### config.mk
export PLATFORM = sky130hd
export DESIGN_NAME = pbs_ram
export DESIGN_NICKNAME = d
export VERILOG_FILES = /design/src/sv/pbs_ram.sv
export SDC_FILE = /design/constraint.sdc
export NUM_CORES = 1
export LEC_CHECK = 0
export BUFFER_PORTS_ARGS = -buffer_cell sky130_fd_sc_hd__buf_4
export CORE_MARGIN = 2
export CORE_UTILIZATION = 55
export CTS_CLUSTER_SIZE = 20
export DETAILED_ROUTE_END_ITERATION = 8
export PLACE_DENSITY = 0.81
export SLEW_MARGIN = 20
export SYNTH_ARGS = -nofsm -noshare
export SYNTH_HDL_FRONTEND = slang
export SYNTH_SLANG_ARGS = --single-unit
### constraint.sdc
create_clock -name clk -period 3.65 [get_ports clk]
set_input_delay 0.1825 -clock clk [delete_from_list [all_inputs] [get_ports clk]]
set_output_delay 0.1825 -clock clk [all_outputs]
set_load 0.005 [all_outputs]
### src/sv/pbs_ram.sv
// ----------------------------------------------------------------------------
// Generic RAM
// Simple dual-port RAM, one write and one registered read port.
// ----------------------------------------------------------------------------
module pbs_ram #(
  parameter int WIDTH = 8,
  parameter int DEPTH = 16
) (
  input  logic                     clk,
  input  logic                     we,
  input  logic [$clog2(DEPTH)-1:0] waddr,
  input  logic [WIDTH-1:0]         wdata,
  input  logic [$clog2(DEPTH)-1:0] raddr,
  output logic [WIDTH-1:0]         rdata
);

  logic [WIDTH-1:0] mem [DEPTH];

  // Write port and registered read port.
  always_ff @(posedge clk) begin
    if (we) begin
      mem[waddr] <= wdata;
    end
    rdata <= mem[raddr];
  end

endmodule

==> impl_metrics.env <==
export IMPL_die_y_um=101
export IMPL_syn_instance_count=229
export IMPL_area_growth_pct=17.9
export IMPL_die_area_mm2=0.0101
export IMPL_nFillCells=565
export IMPL_dp_slack_ns=1.70
export IMPL_drc=0
export IMPL_setup_ws_ns=2.22
export IMPL_clockBufferDepth=2
export IMPL_antenna_diode_count=0
export IMPL_status="finished, final reports clean"
export IMPL_ys_top_cells_by_area="edfxtp_1 (75%), mux4_2 (7.9%), mux4_1 (7.1%)"
export IMPL_grt_pass1_wl_um=13900
export IMPL_grt_max_degree=33
export IMPL_power_density_mw_per_mm2=589
export IMPL_clock_latency_ns=0.51
export IMPL_instances_no_fill=397
export IMPL_initial_utilization=0.562
export IMPL_drive_gt1_frac=0.276
export IMPL_dp_cells=357
export IMPL_dieWidth_um=101
export IMPL_grt_busiest_layer="met2"
export IMPL_hold_class="in2reg"
export IMPL_clk_pin_slew_ns=0.06
export IMPL_use_met2=0.294
export IMPL_synth_seq_area_share=0.778
export IMPL_synth_top_cells_by_count="edfxtp_1 (128), mux4_2 (18), a22oi_1 (16)"
export IMPL_grt_pass1_vias=2401
export IMPL_fin_crit_sh=0.393
export IMPL_synthArstFlopShare=0
export IMPL_drt_pass1_iterations=5
export IMPL_utilization=0.663
export IMPL_post_synth_top_count_cell="edfxtp_1"
export IMPL_syn_area_per_cell_um2=22.5
export IMPL_crit_required_ns=3.78
export IMPL_viasPerCell=6.08
export IMPL_ioPinCount=26
export IMPL_cap_violations=0
export IMPL_gp_congestion=0.792
export IMPL_syn_cell_area_mm2=0.00515
export IMPL_clock_root_buffer="clkbuf_8"
export IMPL_use_met1=0.275
export IMPL_syn_nets=247
export IMPL_peakVddDrop_v=0.000362
export IMPL_cts_resized=0
export IMPL_crit_fanout=8
export IMPL_htreeDepth=4
export IMPL_p_leak_nw=2.03
export IMPL_coreArea_mm2=0.00915
export IMPL_path_class="in2reg"
export IMPL_grt_use_total=0.198
export IMPL_gr_total_overflow=0
export IMPL_finalWirelength_um=9260
export IMPL_dp_hpwl_um=5660
export IMPL_synth_seq_cells=136
export IMPL_period_needed_ns=1.43
export IMPL_grt_antenna_before_repair=0
export IMPL_wl_per_cell_um=23.3
export IMPL_cts_tree="built"
export IMPL_nets=291
export IMPL_synth_top_cell_by_area="edfxtp_1"
export IMPL_synth_top_area_frac=0.747
export IMPL_cts_buffers=17
export IMPL_crit_arrival_ns=1.57
export IMPL_finalSetupViolations=0
export IMPL_grt_util_met3=0.0589
export IMPL_end_kind="register"
export IMPL_grt_setup_unrepaired="no"
export IMPL_setup_tns_ns=0
export IMPL_rows=35
export IMPL_hold_viol=0
export IMPL_max_freq_mhz=698
export IMPL_ant_nets=0
export IMPL_synth_flop_cell="edfxtp_1"
export IMPL_finalMaxSlewViolations=0
export IMPL_finClkSkew_ns=0.00909
export IMPL_holdWs_ns=0.115
export IMPL_synth_warnings=0
export IMPL_tightest_slew_ns=0.968
export IMPL_numPortBuffers=25
export IMPL_yosysUniqueCellTypes=19
export IMPL_drt_iter0_drc=362
export IMPL_vias=2413
export IMPL_synth_edf_count=128
export IMPL_max_slew_margin_rel=0.350
export IMPL_clock_sinks=136
export IMPL_startpoint_type="primary input"
## placed cells by master (no fill, tap or decap), drive strengths merged
| cell | n |
|---|---|
| nand2 | 9 |
| nand2b | 2 |
| dfxtp | 8 |
| mux4 | 32 |
| edfxtp | 128 |
| and2b | 1 |
| clkinvlp | 5 |
| or3b | 1 |
| nor2 | 13 |
| a22oi | 16 |
| bufinv | 2 |
| clkinv | 3 |
| nor3 | 4 |
| buf | 27 |
| nand3b | 2 |
| dlygate4sd3 | 8 |
| nand3 | 1 |
| clkbuf | 17 |
| nor2b | 1 |
| inv | 5 |
| and2 | 1 |
## worst paths after layout
check	depth (start not counted)	slack, ns	endpoint	startpoint
min reg2reg	3	0.67	rdata[0]	mem[14][0]
max reg2reg	3	2.24	rdata[2]	mem[0][2]
min	2	0.11	mem[4][1]	waddr[1]
max	3	2.22	mem[0][4]	waddr[2]
## stage by stage
stage / power [mW] / area, µm²
finish: 3.57 / 6070
CTS: 3.59 / 6070
detailed placement: 1.95 / 5410
global placement: 1.94 / 5400
global route: 3.67 / 6070
floorplan: 1.88 / 5150
## sequential cells by signal (all words and copies together), names as in the netlist
name / count
mem: 128
rdata: 8
## worst max-delay path, cell delays in order
cell	delay, ns
buf_4	0.12
or3b_2	0.50
nor3_1	0.76
## repair_timing
item / 4_1_cts / 5_1_grt
hold endpoints to repair: 125 / 0
hold buffers: 8 / 0
buffers inserted: 0 / 0
## layer usage
| layer | vias up | routed length (µm) |
|---|---|---|
| li1 | 1063 | - |
| met1 | 1207 | 3780 |
| met2 | 123 | 4590 |
| met3 | 20 | 688 |
| met4 | 0 | 203 |
| met5 | - | 0 |
## cell families (layout without fill, tap and decap cells)
| family | after synthesis | in the layout | synth area share |
|---|---|---|---|
| compound gates | 16 | 16 | 0.0233 |
| simple gates | 35 | 35 | 0.0318 |
| mux | 32 | 32 | 0.150 |
| flops | 136 | 136 | 0.778 |
| buf+inv | 10 | 67 | 0.0168 |
## final cells by class
| type | count | area, µm² | share of cell area |
|---|---|---|---|
| tap | 111 | 139 | 0.0229 |
| clock buffer | 17 | 414 | 0.0682 |
| sequential | 136 | 4000 | 0.660 |
| clock inverter | 15 | 168 | 0.0276 |
| multi-input combinational | 83 | 1060 | 0.175 |
| timing repair buffer | 35 | 283 | 0.0466 |
## power by group
group | switching (mW) | internal, mW | leakage (nW)
clock network | 0.667 | 0.984 | 0.268
registers | 0.00943 | 1.75 | 1.22
logic | 0.0886 | 0.0784 | 0.536
total | 0.765 | 2.81 | 2.03
(Power assumes the default switching activity.)
