File: src/sv/pbs_pkg.sv
// ----------------------------------------------------------------------------
// Particle box step package
// Shared types, codes, constants and saturation helpers for the particle box.
// ----------------------------------------------------------------------------
package pbs_pkg;

  // Default table depth.
  localparam int MAX_PARTICLES_DEF = 64;

  // Field widths.
  localparam int ID_W  = 16;
  localparam int VAL_W = 32;
  localparam int RAD_W = 31;
  localparam int DV_W  = 20;

  // Command codes.
  localparam logic [1:0] ACT_INSERT = 2'd0;
  localparam logic [1:0] ACT_REMOVE = 2'd1;
  localparam logic [1:0] ACT_STEP   = 2'd2;

  // Configuration register indexes.
  localparam logic [1:0] REG_WIDTH  = 2'd0;
  localparam logic [1:0] REG_HEIGHT = 2'd1;
  localparam logic [1:0] REG_SIDE   = 2'd2;
  localparam logic [1:0] REG_ENERGY = 2'd3;

  // Register reset values.
  localparam logic [30:0] WIDTH_RST  = 31'd52428800;
  localparam logic [30:0] HEIGHT_RST = 31'd39321600;
  localparam logic [16:0] ENERGY_RST = 17'd65536;

  // Push strength, 5.0 in Q16.16.
  localparam logic [18:0] PUSH_Q = 19'd327680;

  // Particle phase.
  typedef enum logic [1:0] {
    PH_IN  = 2'd0,
    PH_JL  = 2'd1,
    PH_OUT = 2'd2
  } phase_t;

  // One table entry as stored in memory.
  typedef struct packed {
    logic [ID_W-1:0]         id;
    logic signed [VAL_W-1:0] x;
    logic signed [VAL_W-1:0] y;
    logic signed [VAL_W-1:0] vx;
    logic signed [VAL_W-1:0] vy;
    logic [RAD_W-1:0]        r;
    phase_t                  ph;
  } entry_t;

  localparam int ENTRY_W = $bits(entry_t);

  // One result beat without the last flag.
  typedef struct packed {
    logic [ID_W-1:0]         id;
    logic signed [VAL_W-1:0] x;
    logic signed [VAL_W-1:0] y;
    logic signed [VAL_W-1:0] vx;
    logic signed [VAL_W-1:0] vy;
    logic [RAD_W-1:0]        r;
    logic                    jl;
    logic                    ho;
  } result_t;

  // Request to the pair push unit.
  typedef struct packed {
    logic signed [VAL_W-1:0] xi;
    logic signed [VAL_W-1:0] yi;
    logic [RAD_W-1:0]        ri;
    logic signed [VAL_W-1:0] xj;
    logic signed [VAL_W-1:0] yj;
    logic [RAD_W-1:0]        rj;
  } pair_req_t;

  // Response of the pair push unit.
  typedef struct packed {
    logic                   done;
    logic                   hit;
    logic signed [DV_W-1:0] dvx;
    logic signed [DV_W-1:0] dvy;
  } pair_rsp_t;

  localparam logic signed [39:0] S32_MAX = 40'sd2147483647;
  localparam logic signed [39:0] S32_MIN = -40'sd2147483648;

  // Clamp a wide signed value to 32 bits.
  function automatic logic signed [31:0] sat32(input logic signed [39:0] v);
    logic signed [31:0] res;
    if (v > S32_MAX) begin
      res = 32'sh7fffffff;
    end else if (v < S32_MIN) begin
      res = 32'sh80000000;
    end else begin
      res = v[31:0];
    end
    return res;
  endfunction

  // Negate with the most negative value mapping to the most positive.
  function automatic logic signed [31:0] neg_sat(input logic signed [31:0] v);
    logic signed [31:0] res;
    if (v == 32'sh80000000) begin
      res = 32'sh7fffffff;
    end else begin
      res = -v;
    end
    return res;
  endfunction

endpackage

File: src/sv/pbs_pair.sv
// ----------------------------------------------------------------------------
// Pair push unit
// Tests one particle pair for overlap and computes 5.0 * unit(d) over cycles.
// ----------------------------------------------------------------------------
module pbs_pair (
  input  logic              clk,
  input  logic              rst,
  input  logic              start,
  input  pbs_pkg::pair_req_t req,
  output pbs_pkg::pair_rsp_t rsp
);

  typedef enum logic [10:0] {
    P_IDLE = 11'h001,
    P_CHK  = 11'h002,
    P_MRS  = 11'h004,
    P_MDX  = 11'h008,
    P_MDY  = 11'h010,
    P_CMP  = 11'h020,
    P_SQRT = 11'h040,
    P_LEN  = 11'h080,
    P_MQX  = 11'h100,
    P_MQY  = 11'h200,
    P_DIV  = 11'h400
  } pstate_t;

  pstate_t            state;
  logic signed [32:0] dx;
  logic signed [32:0] dy;
  logic [31:0]        rs;
  logic [31:0]        adx;
  logic [31:0]        ady;
  logic               sx;
  logic               sy;
  logic [63:0]        rs2;
  logic [63:0]        dx2;
  logic [63:0]        dy2;
  logic [63:0]        sq_n;
  logic [63:0]        sq_res;
  logic [63:0]        sq_bit;
  logic [51:0]        remx;
  logic [51:0]        remy;
  logic [51:0]        dsh;
  logic [17:0]        qx;
  logic [17:0]        qy;
  logic [4:0]         cnt;

  logic [32:0]        dx_abs;
  logic [32:0]        dy_abs;
  logic [31:0]        mul_a;
  logic [31:0]        mul_b;
  logic [63:0]        mul_p;
  logic [63:0]        sq_t;
  logic               gex;
  logic               gey;

  // Magnitudes of the distance components.
  assign dx_abs = dx[32] ? 33'(-dx) : 33'(dx);
  assign dy_abs = dy[32] ? 33'(-dy) : 33'(dy);

  // The one shared multiplier and its operand selection.
  always_comb begin
    case (state)
      P_MRS: begin
        mul_a = rs;
        mul_b = rs;
      end
      P_MDX: begin
        mul_a = adx;
        mul_b = adx;
      end
      P_MDY: begin
        mul_a = ady;
        mul_b = ady;
      end
      P_MQX: begin
        mul_a = adx;
        mul_b = 32'(pbs_pkg::PUSH_Q);
      end
      default: begin
        mul_a = ady;
        mul_b = 32'(pbs_pkg::PUSH_Q);
      end
    endcase
  end
  assign mul_p = mul_a * mul_b;

  // One root step and one quotient bit per cycle.
  assign sq_t = sq_res + sq_bit;
  assign gex  = remx >= dsh;
  assign gey  = remy >= dsh;

  // Sequencer and datapath.
  always_ff @(posedge clk) begin
    if (rst) begin
      state    <= P_IDLE;
      rsp.done <= 1'b0;
    end else begin
      rsp.done <= 1'b0;
      case (state)
        P_IDLE: begin
          if (start) begin
            dx    <= 33'(req.xi) - 33'(req.xj);
            dy    <= 33'(req.yi) - 33'(req.yj);
            rs    <= 32'(req.ri) + 32'(req.rj);
            state <= P_CHK;
          end
        end
        P_CHK: begin
          adx <= dx_abs[31:0];
          ady <= dy_abs[31:0];
          sx  <= dx[32];
          sy  <= dy[32];
          if (dx_abs > {1'b0, rs} || dy_abs > {1'b0, rs}) begin
            rsp.done <= 1'b1;
            rsp.hit  <= 1'b0;
            state    <= P_IDLE;
          end else begin
            state <= P_MRS;
          end
        end
        P_MRS: begin
          rs2   <= mul_p;
          state <= P_MDX;
        end
        P_MDX: begin
          dx2   <= mul_p;
          state <= P_MDY;
        end
        P_MDY: begin
          dy2   <= mul_p;
          state <= P_CMP;
        end
        P_CMP: begin
          sq_n   <= dx2 + dy2;
          sq_res <= '0;
          sq_bit <= 64'h4000_0000_0000_0000;
          if (dy2 > rs2 || dx2 > rs2 - dy2) begin
            rsp.done <= 1'b1;
            rsp.hit  <= 1'b0;
            state    <= P_IDLE;
          end else begin
            state <= P_SQRT;
          end
        end
        P_SQRT: begin
          if (sq_n >= sq_t) begin
            sq_n   <= sq_n - sq_t;
            sq_res <= (sq_res >> 1) + sq_bit;
          end else begin
            sq_res <= sq_res >> 1;
          end
          sq_bit <= sq_bit >> 2;
          if (sq_bit[0]) begin
            state <= P_LEN;
          end
        end
        P_LEN: begin
          // A coincident pair gives no push.
          if (sq_res == '0) begin
            rsp.done <= 1'b1;
            rsp.hit  <= 1'b0;
            state    <= P_IDLE;
          end else begin
            state <= P_MQX;
          end
        end
        P_MQX: begin
          remx  <= mul_p[51:0];
          state <= P_MQY;
        end
        P_MQY: begin
          remy  <= mul_p[51:0];
          dsh   <= 52'(sq_res[31:0]) << 18;
          cnt   <= 5'd18;
          state <= P_DIV;
        end
        P_DIV: begin
          if (gex) begin
            remx <= remx - dsh;
          end
          if (gey) begin
            remy <= remy - dsh;
          end
          qx  <= {qx[16:0], gex};
          qy  <= {qy[16:0], gey};
          dsh <= dsh >> 1;
          cnt <= cnt - 5'd1;
          if (cnt == '0) begin
            rsp.done <= 1'b1;
            rsp.hit  <= 1'b1;
            rsp.dvx  <= sx ? -$signed({1'b0, qx, gex}) : $signed({1'b0, qx, gex});
            rsp.dvy  <= sy ? -$signed({1'b0, qy, gey}) : $signed({1'b0, qy, gey});
            state    <= P_IDLE;
          end
        end
        default: begin
          state <= P_IDLE;
        end
      endcase
    end
  end

endmodule

File: config.mk
export PLATFORM = sky130hd
export DESIGN_NAME = pbs_pair
export DESIGN_NICKNAME = d
export VERILOG_FILES = /design/src/sv/pbs_pkg.sv /design/src/sv/pbs_pair.sv
export SDC_FILE = /design/constraint.sdc
export NUM_CORES = 2
export LEC_CHECK = 0
export BUFFER_PORTS_ARGS = -buffer_cell sky130_fd_sc_hd__buf_2
export CAP_MARGIN = 30
export CELL_PAD_IN_SITES_DETAIL_PLACEMENT = 1
export CELL_PAD_IN_SITES_GLOBAL_PLACEMENT = 1
export CORE_UTILIZATION = 35
export DETAILED_ROUTE_END_ITERATION = 7
export GPL_TIMING_DRIVEN = 0
export PLACE_DENSITY_LB_ADDON = 0.25
export SYNTH_ARGS = -nofsm -noshare
export SYNTH_HDL_FRONTEND = slang
export SYNTH_SLANG_ARGS = --single-unit
File: constraint.sdc
create_clock -name clk -period 14.7 [get_ports clk]
set_clock_uncertainty 0.15 [all_clocks]
set_input_delay 2.94 -clock clk [delete_from_list [all_inputs] [get_ports clk]]
set_output_delay 2.94 -clock clk [all_outputs]
set_load 0.005 [all_outputs]
==> results by group <==
STA
  – Worst rel slew slack: about 15%
  – Worst-margin pin slew: about 1.3 ns
  – Finish-stage setup viols: 0
  – Max Transition Viols Final: 0
  – Final min period: about 14 ns
  – Max Fclk: 69.2 MHz
  – Setup TNS: 0 ns
  – Crit share post-route: a little over nine tenths
  – Final hold vios: 0
  – Setup ws final: approximately 0.24 ns
  – RSZ-0062 raised after global routing: no

Floorplan
  – Std cell rows: between 150 and 200
  – Ports: ~240
  – Die Y: 509 um
  – Die X: a little over 500 um
  – Core ar.: roughly 250000 um2
  – Die area: around 260000 um2
  – Initial Utilization: between 30% and 40%

Min path
  – HP Class: flop to flop

Logic synthesis
  – Async S/R FF share, synth: 0%
  – Syn Nets: between 10000 and 15000
  – Mapped cell area: 89800 um2
  – Synth top area share: around 25%
  – Synth cell types: 90
  – Area contributors post-synth: edfxtp_1, fa_1, ha_1, inv_1, nand2_1
  – #FFs+latches synth: approximately 760
  – Post-synth EDFFs: 752
  – Mapped Cells: 9748
  – Mean Syn Cell Area: around 9.2 um2
  – Warnings, synthesis: 0
  – Largest area contributor in the netlist: edfxtp_1
  – Sequential element share of the synthesized area: between 20% and 30%
  – Main synth FF type: edfxtp_1

Clocking
  – Hold buffers post-CTS: 0
  – Clk Latency, worst-skew pair: approximately 0.76 ns
  – Cts repair resizes: 0
  – CTS clk-pin slew, worst paths: 0.06 ns
  – Clock sink count: ~760
  – Root Buffer: clkbuf_16
  – CTS buffer count: 95
  – CTS Buffer Depth: 3
  – Post-CTS setup buffer count: 0
  – CTS H-tree depth: 3
  – CTS tree: yes

Critical path
  – Worst Setup End Kind: flop
  – Slowest cell delay on critical path: 1.10 ns
  – Crit path kind: flop to flop
  – R2r setup slk: between 0.2 and 0.25 ns
  – Req. time, crit path: 15.06 ns
  – Worst-path maximum fanout: 10
  – Buffers plus inverters on the worst setup path: 6
  – CP arrival: 14.82 ns
  – Slowest cell on crit path: clkinv_1
  – Top Family by Delay on Critical Path: adder cells
  – Crit-path most repeated cell: fa_1
  – Crit start category: flop

Job
  – Max cap viols: 0

Final layout
  – Final net count: ~12000
  – Layout area overhead: 12.5%
  – Share of layout cells above drive strength 1: around 6.6%
  – Design area: between 100000 and 150000 um2
  – Multi-input logic area: around 61000 um2
  – Fin util: approximately two fifths
  – Layout fillers: just under 30000
  – Most frequent cells in the layout: inv_1, nand2_1, fa_1, ha_1, nor2_1
  – Register area: between 20000 and 25000 um2
  – Most common cell after layout, fill and taps aside: inv_1

Global routing
  – First-pass GRT wire length: between 500000 and 600000 um
  – Vias in the first global route: 80559
  – GRT overflow: 0
  – Largest net degree at the start of global routing: 38
  – GRT Overall Usage: around 28%
  – Antenna violations before repair: 18

Power and ir drop
  – Lkg Pwr: 45.4 nW
  – Peak supply drop: about 85 uV
  – Power per cell area: around 57 nW/um2

Drt
  – DR vias: approximately 76000
  – Drt total wl: ~360000 um
  – DRC viols: 0
  – Post-route ant nets: 0
  – Wire per inst: between 20 and 30 um
  – Vias per inst: between 5 and 6
  – Initial drt markers: around 5000
  – DRT Pass-1 Iters: 5

Placed design
  – HPWL after DPL: about 310000 um
  – Post-DP Area: between 90000 and 100000 um2
  – RePlAce Congestion: around 1.0
  – PortBufs: 234
  – DP Worst Slack: 0.552 ns

Status
  – Status: completed
## path summary, 6_finish.rpt
kind	from	end	depth (start not counted)
hold / removal	qx[0]$_DFFE_PP_	qx[1]$_DFFE_PP_	0
setup / recovery	state[10]$_SDFFE_PP0P_	remx[49]$_DFFE_PP_	33
hold reg to reg	qx[0]$_DFFE_PP_	qx[1]$_DFFE_PP_	0
setup reg to reg	state[10]$_SDFFE_PP0P_	remx[49]$_DFFE_PP_	33
## power by group
group / internal, W / switching (W)
Clock: 0.00136 / 0.00103
Combinational: 0.000319 / 0.000587
Sequential: 0.00245 / 0.0000255
Total: 0.00413 / 0.00164
## area by class of cell
| type | count | share of cell area [%] |
|---|---|---|
| buffer | 371 | 1.38 |
| clock buffer | 126 | 2.60 |
| tap | 3366 | 4.17 |
| antenna | 18 | 0.0446 |
| inverter | 1440 | 5.35 |
| multi-input combinational | 7173 | 60.0 |
| timing repair buffer | 408 | 3.38 |
| clock inverter | 51 | 0.455 |
| sequential | 764 | 22.6 |
## through the flow
step,instances,power [W],hold WS [ns]
after floorplan,9748,0.00299,0.274
after global placement,13348,0.00335,0.282
after detailed placement,13516,0.00342,0.292
after CTS,13693,0.00582,0.299
after global routing,13714,0.00596,0.308
final,13717,0.00578,0.294
## worst register-to-register path: cells and delay by family, from the launching register on
kind | cells | cell delay (ns)
AO/OA/AOI/OAI | 9 | 2.72
XOR/XNOR | 1 | 0.60
adder cells (fa/ha/maj) | 9 | 4.41
AND/OR/NAND/NOR | 7 | 2.99
flip-flops | 1 | 0.34
buffers and inverters | 6 | 2.61
multiplexers | 1 | 0.37
## sequential cells by signal, summed over array words and instances (netlist names), 32 cells and up
signal,flops
adx,32
ady,32
dsh,50
dx,33
dx2,64
dy,33
dy2,64
remx,52
remy,52
rs,32
rs2,64
rsp,42
sq_bit,32
sq_n,64
sq_res,64
## kinds of logic after synthesis
kind of cell / synth area share, %
compound gates: 15.4
xor+xnor: 5.94
fa+ha+maj: 32.0
buf+inv: 7.57
flops: 25.4
mux: 0.221
simple gates: 13.5
## synth_stat cells (all sizes together), types with 63 or more instances
cell    number
nor3       119
clkbuf     356
nor2b       93
a21o       321
xnor2      392
a21oi      565
o31ai       69
fa         904
nand3      138
o21a        76
edfxtp     752
inv       1429
nand2b      63
or3         64
and2        98
nand2      936
o21bai      87
o21ai      462
nor2       816
nand4      119
a211oi      64
a31oi      106
ha         848
xor2       217
## routing by layer
metal / vias to the layer above / routed length (um) / track usage, %
li1: 34263 / - / -
met1: 38315 / 150000 / 34.3
met2: 2260 / 171000 / 47.0
met3: 685 / 18900 / 3.90
met4: 6 / 24200 / 15.9
met5: - / 39 / 0
No activity file was read; power rests on OpenSTA's default activity.
